## config.mk

```make
export PLATFORM = sky130hd
export DESIGN_NAME = vdpcpu_decode
export DESIGN_NICKNAME = d
export VERILOG_FILES = /design/src/rtl/vdpcpu_pkg.sv /design/src/rtl/vdpcpu_decode.sv
export SDC_FILE = /design/constraint.sdc
export NUM_CORES = 1
export LEC_CHECK = 0
export ABC_AREA = 1
export BUFFER_PORTS_ARGS = -buffer_cell sky130_fd_sc_hd__buf_2
export CAP_MARGIN = 10
export CELL_PAD_IN_SITES_DETAIL_PLACEMENT = 1
export CELL_PAD_IN_SITES_GLOBAL_PLACEMENT = 2
export CORE_MARGIN = 2
export CORE_UTILIZATION = 11
export DETAILED_ROUTE_END_ITERATION = 8
export PLACE_DENSITY_LB_ADDON = 0.1
export SLEW_MARGIN = 10
export SYNTH_ARGS = -nofsm -noshare
export SYNTH_HDL_FRONTEND = slang
export SYNTH_SLANG_ARGS = --single-unit
```

## constraint.sdc

```tcl
create_clock -name vclk -period 0.8
set_input_delay 0.12 -clock vclk [all_inputs]
set_output_delay 0.12 -clock vclk [all_outputs]
set_load 0.01 [all_outputs]
```

## src/rtl/vdpcpu_pkg.sv

```systemverilog
// Shared types, command codes and field widths for the video display processor CPU port.
package vdpcpu_pkg;

	localparam int VRAM_DEPTH_DEFAULT = 16384;
	localparam int PTR_W              = 14;

	// Command codes carried in the slave-side tuser.
	localparam logic [2:0] CMD_CTRL_WRITE = 3'd0;
	localparam logic [2:0] CMD_DATA_WRITE = 3'd1;
	localparam logic [2:0] CMD_DATA_READ  = 3'd2;
	localparam logic [2:0] CMD_STATUS     = 3'd3;
	localparam logic [2:0] CMD_VBLANK     = 3'd4;
	localparam logic [2:0] CMD_FIFTH      = 3'd5;

	// Action codes in the top two bits of the second control byte.
	localparam logic [1:0] OP_SET_READ  = 2'd0;
	localparam logic [1:0] OP_SET_WRITE = 2'd1;
	localparam logic [1:0] OP_REG_WRITE = 2'd2;

	// Register indexes.
	localparam logic [2:0] REG_MODE0   = 3'd0;
	localparam logic [2:0] REG_MODE1   = 3'd1;
	localparam logic [2:0] REG_NAME    = 3'd2;
	localparam logic [2:0] REG_COLOR   = 3'd3;
	localparam logic [2:0] REG_PATTERN = 3'd4;
	localparam logic [2:0] REG_ATTR    = 3'd5;
	localparam logic [2:0] REG_SPRPAT  = 3'd6;
	localparam logic [2:0] REG_COLOURS = 3'd7;

	// Decoded video modes.
	localparam logic [1:0] MODE_G1   = 2'd0;
	localparam logic [1:0] MODE_G2   = 2'd1;
	localparam logic [1:0] MODE_MC   = 2'd2;
	localparam logic [1:0] MODE_TEXT = 2'd3;

	typedef struct packed {
		logic [7:0]  mode_ctrl;   // 16K, enable, int enable, M1, M2, M3, size, magnify
		logic [24:0] raw_tables;  // R6, R5, R4, R3, R2 from the top down
		logic [7:0]  colours;     // register seven
	} vdp_regs_t;

	typedef struct packed {
		logic             wr_en;
		logic             rd_en;
		logic [PTR_W-1:0] addr;
		logic [7:0]       wdata;
	} vram_req_t;

endpackage

```

## src/rtl/vdpcpu_decode.sv

```systemverilog
// Decodes the display registers into mode, table bases, sprite size and colours.
module vdpcpu_decode import vdpcpu_pkg::*; (
	input  vdp_regs_t        regs,
	output logic [1:0]       video_mode,
	output logic             display_enable,
	output logic             interrupt_enable,
	output logic [PTR_W-1:0] name_base,
	output logic [PTR_W-1:0] pattern_base,
	output logic [PTR_W-1:0] color_base,
	output logic [PTR_W-1:0] sprite_attr_base,
	output logic [PTR_W-1:0] sprite_pattern_base,
	output logic [5:0]       sprite_size,
	output logic [3:0]       text_color,
	output logic [3:0]       backdrop_color
);

	logic [2:0] pat_field;
	logic [7:0] col_field;

	always_comb begin
		if (regs.mode_ctrl[4])
			video_mode = MODE_TEXT;
		else if (regs.mode_ctrl[3])
			video_mode = MODE_MC;
		else if (regs.mode_ctrl[2])
			video_mode = MODE_G2;
		else
			video_mode = MODE_G1;
	end

	// Graphics two keeps only the top bit of the pattern and colour fields.
	assign pat_field = (video_mode == MODE_G2) ? {regs.raw_tables[14], 2'b00}
		: regs.raw_tables[14:12];
	assign col_field = (video_mode == MODE_G2) ? {regs.raw_tables[11], 7'b0}
		: regs.raw_tables[11:4];

	assign display_enable      = regs.mode_ctrl[6];
	assign interrupt_enable    = regs.mode_ctrl[5];
	assign name_base           = {regs.raw_tables[3:0], 10'b0};
	assign pattern_base        = {pat_field, 11'b0};
	assign color_base          = {col_field, 6'b0};
	assign sprite_attr_base    = {regs.raw_tables[21:15], 7'b0};
	assign sprite_pattern_base = {regs.raw_tables[24:22], 11'b0};
	assign text_color          = regs.colours[7:4];
	assign backdrop_color      = regs.colours[3:0];

	always_comb begin
		case (regs.mode_ctrl[1:0])
			2'b00:   sprite_size = 6'd8;
			2'b11:   sprite_size = 6'd32;
			default: sprite_size = 6'd16;
		endcase
	end

endmodule

```

==> results.py <==
metrics = {
    "outcome": {
        "status": "finished, final reports clean",
    },
    "logic_synthesis": {
        "yosys.area.top_type_share": 0.799,
        "synthDistinctLibCells": 7,
        "synth.most_common_cell": "buf_4",
        "postSynthAreaPerCell_um2": 6.91,
        "yosys-top-cells-count": "buf_4 (75), inv_1 (13), a21oi_1 (9)",
        "yosys_warnings": 0,
        "seq_area_frac_synth": 0,
        "syn_area_um2": 704,
        "ys_top_cells_by_area": "buf_4 (80%), inv_1 (6.9%), a21oi_1 (6.4%)",
        "syn-instance-count": 102,
        "yosys.area.top_type": "buf_4",
    },
    "critical_path": {
        "crit_type": "input port to primary output",
        "endpoint": "pattern_base[11]",
        "worst-path-max-fanout": 5,
        "end_kind": "primary output",
        "crit_path_cell_trace": "buf_2 -> nor2_4 -> a21oi_1 -> buf_2",
        "crit_top_cell": "buf_2",
        "arrival_ns": 0.66,
        "start_kind": "input port",
        "worstPathRequired_ns": 0.68,
        "cpPeakStageDelay_ns": 0.17,
        "crit_start": "regs[36]",
        "cpMaxStageDelayCell": "nor2_4",
    },
    "floorplanning": {
        "die_y_um": 84.0,
        "fp.dieW_um": 84.0,
        "ioPinCount": 129,
        "row_count": 29,
        "core_mm2": 0.00628,
        "start_util": 0.112,
        "die-area_mm2": 0.00706,
    },
    "drt": {
        "firstDrtPassIters": 2,
        "antenna_left": 0,
        "drtIter0Drc": 4,
        "wirelength_mm": 1.30,
        "drc": 0,
        "wire_per_inst_um": 7.24,
        "viasPerCell": 2.33,
        "num_vias": 420,
    },
    "placed_design": {
        "dpl.hpwl_mm": 1.20,
        "place_area_um2": 554,
        "dp_slack_ns": -0.0632,
        "io_buffer_count": 28,
        "dp.cells": 179,
        "place_congestion": 0.635,
    },
    "cells_and_area": {
        "final_cells": 180,
        "clockBufferCount": 0,
        "n_sequential_cell": 0,
        "final-seq-area_um2": 0,
        "antenna_cells": 0,
        "nFillCells": 795,
        "area_delta_synth_final_pct": -18.5,
        "post-route-util": 0.0915,
        "stdcell_area_um2": 574,
        "multi_input_area_um2": 280,
        "nNetsFinal": 148,
        "drive_above_1_share": 0.301,
    },
    "timing": {
        "fmax_ghz": 1.28,
        "finalSetupViolCount": 0,
        "period_share": 0.974,
        "hold_violations": 0,
        "fin_ws_ns": 0.0212,
        "period_minus_slack_ns": 0.779,
        "slew_violations": 0,
        "rsz0062_at_grt": "yes",
        "setup_tns_ns": 0,
    },
    "power_and_ir_drop": {
        "p_per_area_mw_per_mm2": 481,
        "ir_drop_uv": 79.6,
        "leakagePower_nw": 0.375,
    },
    "global_route": {
        "grt_pass1_wl_mm": 1.75,
        "antenna_found_initial": 0,
        "grt_use_total": 0.0290,
        "grt_overflow_total": 0,
        "grt_max_degree": 11,
        "grt_pass1_vias": 346,
    },
    "run": {
        "cap_violations": 0,
    },
    "cts": {
        "hold_buffers": 0,
    },
    "hold_path": {
        "hold_class": "input port to primary output",
    },
}
-- where the power goes --
part,internal (mW),total (mW),switching (mW)
logic,0.0794,0.276,0.197
clock network,0,0,0
registers,0,0,0
-- layout make-up --
cell class	instances	share of cell area
Tap cell	77	0.168
Inverter	13	0.0850
Timing Repair Buffer	28	0.259
Multi-Input combinational cell	62	0.488
-- cells by family (layout without fill, tap and decap cells) --
family / after synthesis / in the layout / synth area share
other: 1 / 48 / 0.00532
AO/OA/AOI/OAI: 10 / 10 / 0.0746
AND/OR/NAND/NOR: 1 / 2 / 0.0160
adder cells (fa/ha/maj): 2 / 2 / 0.0355
buffers and inverters: 88 / 41 / 0.869
-- worst min-delay path by stage --
| stage | depth (start not counted) | slack [ns] | from | endpoint |
|---|---|---|---|---|
| after detailed placement | 0 | 0.24 | regs[1] | backdrop_color[1] |
| after floorplan | 2 | 0.32 | regs[16] | color_base[10] |
| after CTS | 0 | 0.24 | regs[1] | backdrop_color[1] |
| after global placement | 0 | 0.24 | regs[1] | backdrop_color[1] |
| after global routing | 0 | 0.24 | regs[26] | sprite_attr_base[10] |
| final | 0 | 0.24 | regs[0] | backdrop_color[0] |
-- stage by stage --
step | power, mW | hold slack (ns)
3_5_place_dp | 0.264 | 0.240
6_report | 0.276 | 0.240
5_1_grt | 0.307 | 0.240
3_3_place_gp | 0.265 | 0.240
2_1_floorplan | 0.484 | 0.324
4_1_cts | 0.272 | 0.240
-- cell usage in the layout (no fill, tap or decap) --
master | Yosys | final
a21oi_1 | 9 | 9
conb_1 | 1 | 48
nor2_4 | 1 | 2
inv_2 | 0 | 1
ha_1 | 2 | 2
o21bai_1 | 1 | 1
clkbuf_4 | 0 | 1
buf_6 | 0 | 1
buf_2 | 0 | 26
inv_1 | 13 | 12
-- worst max-delay path, delay by kind of cell --
family,cells,cell delay (ns)
AOI/OAI and AO/OA,1,0.08
buffers and inverters,2,0.29
and+or+nand+nor,1,0.17
-- per-layer routing --
layer | track usage | routed length [um] | part of all wire | vias up
met3 | 0.00791 | 183 | 0.14 | 6
met5 | 0 | 0 | 0 | -
met4 | 0.00440 | 10 | 0.0077 | 0
li1 | - | - | - | 184
met1 | 0.0213 | 300 | 0.23 | 187
met2 | 0.0685 | 809 | 0.62 | 43
-- repair_timing --
action,in CTS,in global routing
setup buffers,0,0
endpoints found under the setup margin,11,9
cloned,1,0
gates resized for setup,1,3
pin swaps,2,2
Power figures use the tool's default switching activity.
