**config.mk**
```make
export PLATFORM = sky130hd
export DESIGN_NAME = vdpcpu_regs
export DESIGN_NICKNAME = d
export VERILOG_FILES = /design/src/rtl/vdpcpu_pkg.sv /design/src/rtl/vdpcpu_regs.sv
export SDC_FILE = /design/constraint.sdc
export NUM_CORES = 1
export LEC_CHECK = 0
export BUFFER_PORTS_ARGS = -buffer_cell sky130_fd_sc_hd__buf_4
export CAP_MARGIN = 20
export CORE_ASPECT_RATIO = 1.75
export CORE_MARGIN = 2
export CORE_UTILIZATION = 55
export CTS_CLUSTER_DIAMETER = 150
export CTS_CLUSTER_SIZE = 8
export DETAILED_ROUTE_END_ITERATION = 10
export PLACE_DENSITY = 0.85
export SLEW_MARGIN = 10
export SYNTH_ARGS = -nofsm -noshare
export SYNTH_HDL_FRONTEND = slang
export SYNTH_SLANG_ARGS = --single-unit
export TNS_END_PERCENT = 5
```
**constraint.sdc**
```tcl
create_clock -name clk -period 4.5 [get_ports clk]
set_clock_uncertainty 0.1 [all_clocks]
set_input_delay 0.9 -clock clk [delete_from_list [all_inputs] [get_ports clk]]
set_output_delay 0.9 -clock clk [all_outputs]
set_load 0.03 [all_outputs]
```
**src/rtl/vdpcpu_pkg.sv**
```systemverilog
// Shared types, command codes and field widths for the video display processor CPU port.
package vdpcpu_pkg;

	localparam int VRAM_DEPTH_DEFAULT = 16384;
	localparam int PTR_W              = 14;

	// Command codes carried in the slave-side tuser.
	localparam logic [2:0] CMD_CTRL_WRITE = 3'd0;
	localparam logic [2:0] CMD_DATA_WRITE = 3'd1;
	localparam logic [2:0] CMD_DATA_READ  = 3'd2;
	localparam logic [2:0] CMD_STATUS     = 3'd3;
	localparam logic [2:0] CMD_VBLANK     = 3'd4;
	localparam logic [2:0] CMD_FIFTH      = 3'd5;

	// Action codes in the top two bits of the second control byte.
	localparam logic [1:0] OP_SET_READ  = 2'd0;
	localparam logic [1:0] OP_SET_WRITE = 2'd1;
	localparam logic [1:0] OP_REG_WRITE = 2'd2;

	// Register indexes.
	localparam logic [2:0] REG_MODE0   = 3'd0;
	localparam logic [2:0] REG_MODE1   = 3'd1;
	localparam logic [2:0] REG_NAME    = 3'd2;
	localparam logic [2:0] REG_COLOR   = 3'd3;
	localparam logic [2:0] REG_PATTERN = 3'd4;
	localparam logic [2:0] REG_ATTR    = 3'd5;
	localparam logic [2:0] REG_SPRPAT  = 3'd6;
	localparam logic [2:0] REG_COLOURS = 3'd7;

	// Decoded video modes.
	localparam logic [1:0] MODE_G1   = 2'd0;
	localparam logic [1:0] MODE_G2   = 2'd1;
	localparam logic [1:0] MODE_MC   = 2'd2;
	localparam logic [1:0] MODE_TEXT = 2'd3;

	typedef struct packed {
		logic [7:0]  mode_ctrl;   // 16K, enable, int enable, M1, M2, M3, size, magnify
		logic [24:0] raw_tables;  // R6, R5, R4, R3, R2 from the top down
		logic [7:0]  colours;     // register seven
	} vdp_regs_t;

	typedef struct packed {
		logic             wr_en;
		logic             rd_en;
		logic [PTR_W-1:0] addr;
		logic [7:0]       wdata;
	} vram_req_t;

endpackage

```
**src/rtl/vdpcpu_regs.sv**
```systemverilog
// Control port decoding, pointers, display registers and status flags.
module vdpcpu_regs import vdpcpu_pkg::*; #(
	parameter int VRAM_DEPTH = VRAM_DEPTH_DEFAULT
) (
	input  logic       clk,
	input  logic       arst_n,
	input  logic       step,
	input  logic [2:0] command,
	input  logic [7:0] data_byte,
	input  logic [4:0] sprite_number,
	output vdp_regs_t  regs,
	output vram_req_t  vram_req,
	output logic [7:0] status_read
);

	localparam int AW = $clog2(VRAM_DEPTH);

	logic             phase_q;
	logic [7:0]       latched_q;
	logic [PTR_W-1:0] rd_ptr_q;
	logic [PTR_W-1:0] wr_ptr_q;
	logic [7:0]       mode_ctrl_q;
	logic [24:0]      raw_q;
	logic [7:0]       colours_q;
	logic [7:0]       status_q;

	logic [AW-1:0]    rd_addr;
	logic [AW-1:0]    wr_addr;
	logic [AW-1:0]    rd_addr_inc;
	logic [AW-1:0]    wr_addr_inc;
	logic [1:0]       op;
	logic [PTR_W-1:0] ctrl_addr;

	assign rd_addr     = rd_ptr_q[AW-1:0];
	assign wr_addr     = wr_ptr_q[AW-1:0];
	assign rd_addr_inc = rd_addr + AW'(1);
	assign wr_addr_inc = wr_addr + AW'(1);
	assign op          = data_byte[7:6];
	assign ctrl_addr   = {data_byte[5:0], latched_q};

	assign regs.mode_ctrl  = mode_ctrl_q;
	assign regs.raw_tables = raw_q;
	assign regs.colours    = colours_q;
	assign status_read     = status_q;

	always_comb begin
		vram_req.wr_en = step && (command == CMD_DATA_WRITE);
		vram_req.rd_en = step && (command == CMD_DATA_READ);
		vram_req.addr  = (command == CMD_DATA_WRITE) ? PTR_W'(wr_addr) : PTR_W'(rd_addr);
		vram_req.wdata = data_byte;
	end

	always_ff @(posedge clk or negedge arst_n) begin
		if (!arst_n) begin
			phase_q     <= 1'b0;
			latched_q   <= '0;
			rd_ptr_q    <= '0;
			wr_ptr_q    <= '0;
			mode_ctrl_q <= '0;
			raw_q       <= '0;
			colours_q   <= '0;
			status_q    <= '0;
		end else if (step) begin
			case (command)
				CMD_CTRL_WRITE: begin
					if (!phase_q) begin
						latched_q <= data_byte;
						phase_q   <= 1'b1;
					end else begin
						phase_q <= 1'b0;
						case (op)
							OP_SET_READ:  rd_ptr_q <= ctrl_addr;
							OP_SET_WRITE: wr_ptr_q <= ctrl_addr;
							OP_REG_WRITE: begin
								case (data_byte[2:0])
									REG_MODE0:   mode_ctrl_q[2] <= latched_q[1];
									// M3 lives in register zero; bit two here is ignored.
									REG_MODE1:   mode_ctrl_q <= {latched_q[7:3], mode_ctrl_q[2],
										latched_q[1:0]};
									REG_NAME:    raw_q[3:0]   <= latched_q[3:0];
									REG_COLOR:   raw_q[11:4]  <= latched_q;
									REG_PATTERN: raw_q[14:12] <= latched_q[2:0];
									REG_ATTR:    raw_q[21:15] <= latched_q[6:0];
									REG_SPRPAT:  raw_q[24:22] <= latched_q[2:0];
									default:     colours_q    <= latched_q;
								endcase
							end
							default: ;
						endcase
					end
				end
				CMD_DATA_WRITE: begin
					wr_ptr_q <= PTR_W'(wr_addr_inc);
					phase_q  <= 1'b0;
				end
				CMD_DATA_READ: begin
					rd_ptr_q <= PTR_W'(rd_addr_inc);
					phase_q  <= 1'b0;
				end
				CMD_STATUS: begin
					status_q <= '0;
					phase_q  <= 1'b0;
				end
				CMD_VBLANK: status_q[7] <= 1'b1;
				CMD_FIFTH: begin
					// The first fifth-sprite number is kept until the status is read.
					if (!status_q[6])
						status_q <= {status_q[7], 1'b1, status_q[5], sprite_number};
				end
				default: ;
			endcase
		end
	end

endmodule

```
==> reports/results.tsv <==
metric	value	unit
dr.pass1.iters	5	
worstSetupPathType	in2out	
grt_pass1_vias	3515	
die-area	8661	µm²
grt_use_total	27.60	%
synth.top_cell.area_share	48.92	%
synth_cells	428	
start_kind	primary input	
instances_no_fill	589	
numCtsBuffers	9	
rows	42	
power_density	461.9	nW/µm²
critPathMaxFanout	28	
cp-endpoint	vram_req[21]	
ant_nets	0	
rsz0062_at_grt	no	
ctsHoldBuffers	0	
yosysSeqAreaShare	48.92	%
core	7620	µm²
cts_tree	yes	
drt_wl_total	11410	µm
hold_violations	0	
area.growth.synth_to_final	21.55	%
place_congestion	0.8625	
ir_worst_vdd	0.3835	mV
grt_pass1_wl	17980	µm
antenna_found_initial	0	
synthMostInstantiatedCell	dfrtp_1	
h-tree-depth	3	
yosysWarnings	0	
synth_edf_count	0	
syn_avg_cell_area	10.16	µm²
crit_arrival	2.25	ns
port_buffers	90	
hp-class	in2async	
nets	518	
syn_area	4348	µm²
chipHeight	121.6	µm
synth_top_area_cell	dfrtp_1	
synth_commonest_cells	dfrtp_1 (85), nand2_1 (65), mux2_2 (41), a21oi_1 (31), clkbuf_1 (24)	
overflow	0	
cts_num_sinks	85	
wl_per_cell	19.37	µm
cp-startpoint	command[2]	
r2r-start	phase_q$_DFFE_PN0P_	
timing.rr.end	colours_q[1]$_DFFE_PN0P_	
cts_setup_buffers	0	
fin_crit_sh	72.26	%
viasPerCell	6.163	
cts_max_path_buffers	2	
dpl.cell_count	572	
synthTopCellsByArea	dfrtp_1 (49%), mux2_2 (11%), nand2_1 (5.6%), a21oi_1 (3.6%), mux2_4 (2.8%)	
ys_seq_elements	85	
fin_tns_setup	0	ns
async_flop_share	100.0	%
drcViolationCount	0	
worst_pin_slew	0.9659	ns
synth_cell_types	50	
end_kind	output port	
ys.flop_type	dfrtp_1	
vias	3630	
drive_gt1_share	33.13	%
finalCriticalPeriod	3.251	ns
hpwlAfterDp	7891	µm
maxSlewViolCount	0	
diodes	0	
finalSetupViolations	0	
clk_latency	0.34	ns
grt_max_degree	86	
r2r_slack	2.43	ns
status	complete, no violations	
die_x	71.21	µm
io_pins	92	
clock-root-buffer	clkbuf_16	
required	3.50	ns
fmax	307.6	MHz
relSlewSlack	35.07	%
finalPower	2.441	mW
r2r_cells	3	
drv_cap	0	
cts_resized	0	
clk_pin_slew	0.06	ns
power.static_leakage	2.560	nW
drt_first_iter_violations	344	
initial_core_util	57.06	%
syn_nets	450	
[registers in the layout, summed over array words and instances, names as in the netlist]
signal	flops
raw_q	25
rd_addr	14
wr_addr	14
colours_q	8
latched_q	8
mode_ctrl_q	8
status_read	7
phase_q	1
[area by class of cell]
| cell class | instances | area, µm² |
|---|---|---|
| clock buffers | 13 | 260.3 |
| multi-input cells | 294 | 1997 |
| repair buffers | 94 | 725.7 |
| clock inverters | 3 | 20.02 |
| flip-flops and latches | 85 | 2127 |
| well taps | 88 | 110.1 |
| inverters | 12 | 45.04 |
| fillers | 585 | 2335 |
[logic make-up after synthesis]
family	share of synthesized area [%]
compound gates	14.13
mux	13.61
fa+ha+maj	0.8634
simple gates	17.12
other cells	0.08625
flops	48.92
buf+inv	5.266
[critical path, cell delays in order]
cell	delay, ns
buf_4	0.16
or3b_2	0.74
o21ai_0	0.26
buf_4	0.19
[routing by layer]
| layer | GRT usage, % | routed length (µm) | vias to the layer above |
|---|---|---|---|
| met3 | 7.196 | 777 | 26 |
| met5 | 0 | 0 | - |
| met4 | 13.44 | 358 | 0 |
| met1 | 32.10 | 4347 | 1762 |
| met2 | 46.70 | 5923 | 167 |
| li1 | - | - | 1675 |
[worst min-delay path by stage]
stage / slack, ns / to / cells after the start
2_1_floorplan: 0.38 / raw_q[1]$_DFFE_PN0P_ / 1
3_3_place_gp: 0.37 / status_read[3]$_DFFE_PN0P_ / 2
3_5_place_dp: 0.38 / status_read[3]$_DFFE_PN0P_ / 2
4_1_cts: 0.39 / status_read[3]$_DFFE_PN0P_ / 2
5_1_grt: 0.35 / status_read[7]$_DFFE_PN0P_ / 1
6_report: 0.34 / status_read[7]$_DFFE_PN0P_ / 1
[metrics by stage]
stage / hold slack [ns] / instance area (µm²) / worst slack (ns) / utilization (%)
after floorplan: 0.3775 / 4348 / 1.056 / -
after global placement: 0.3690 / 4977 / 1.268 / 65.32
after detailed placement: 0.3769 / 4977 / 1.257 / 65.32
after CTS: 0.3903 / 5258 / 1.252 / 69.00
after global routing: 0.3487 / 5285 / 1.203 / 69.36
final: 0.3393 / 5285 / 1.249 / 69.36
[layout by cell type (no fill, tap or decap), types with 2 or more instances in the layout]
| cell | n |
|---|---|
| a21oi_1 | 31 |
| a22oi_1 | 2 |
| a2bb2oi_1 | 12 |
| a31oi_1 | 6 |
| and2_1 | 2 |
| and3_1 | 4 |
| and4_1 | 3 |
| buf_4 | 93 |
| clkbuf_1 | 2 |
| clkbuf_16 | 9 |
| clkbuf_8 | 2 |
| clkinvlp_4 | 2 |
| dfrtp_1 | 85 |
| ha_1 | 3 |
| inv_1 | 12 |
| mux2_2 | 41 |
| mux2_4 | 8 |
| nand2_1 | 65 |
| nand3_1 | 20 |
| nand4_1 | 4 |
| nor2_1 | 13 |
| nor2b_1 | 2 |
| nor3_1 | 4 |
| nor3b_1 | 4 |
| nor3b_2 | 2 |
| nor4_1 | 4 |
| o21a_1 | 2 |
| o21ai_0 | 23 |
| o22ai_1 | 9 |
| o31ai_1 | 4 |
| o32ai_1 | 2 |
| or3_1 | 2 |
| or3b_2 | 2 |
| or4_1 | 3 |
[power breakdown]
part           internal, mW  switching (mW)
Sequential            0.896           0.244
Combinational         0.254           0.357
Clock                 0.403           0.287
Total                  1.55           0.888
(Power assumes the default switching activity.)
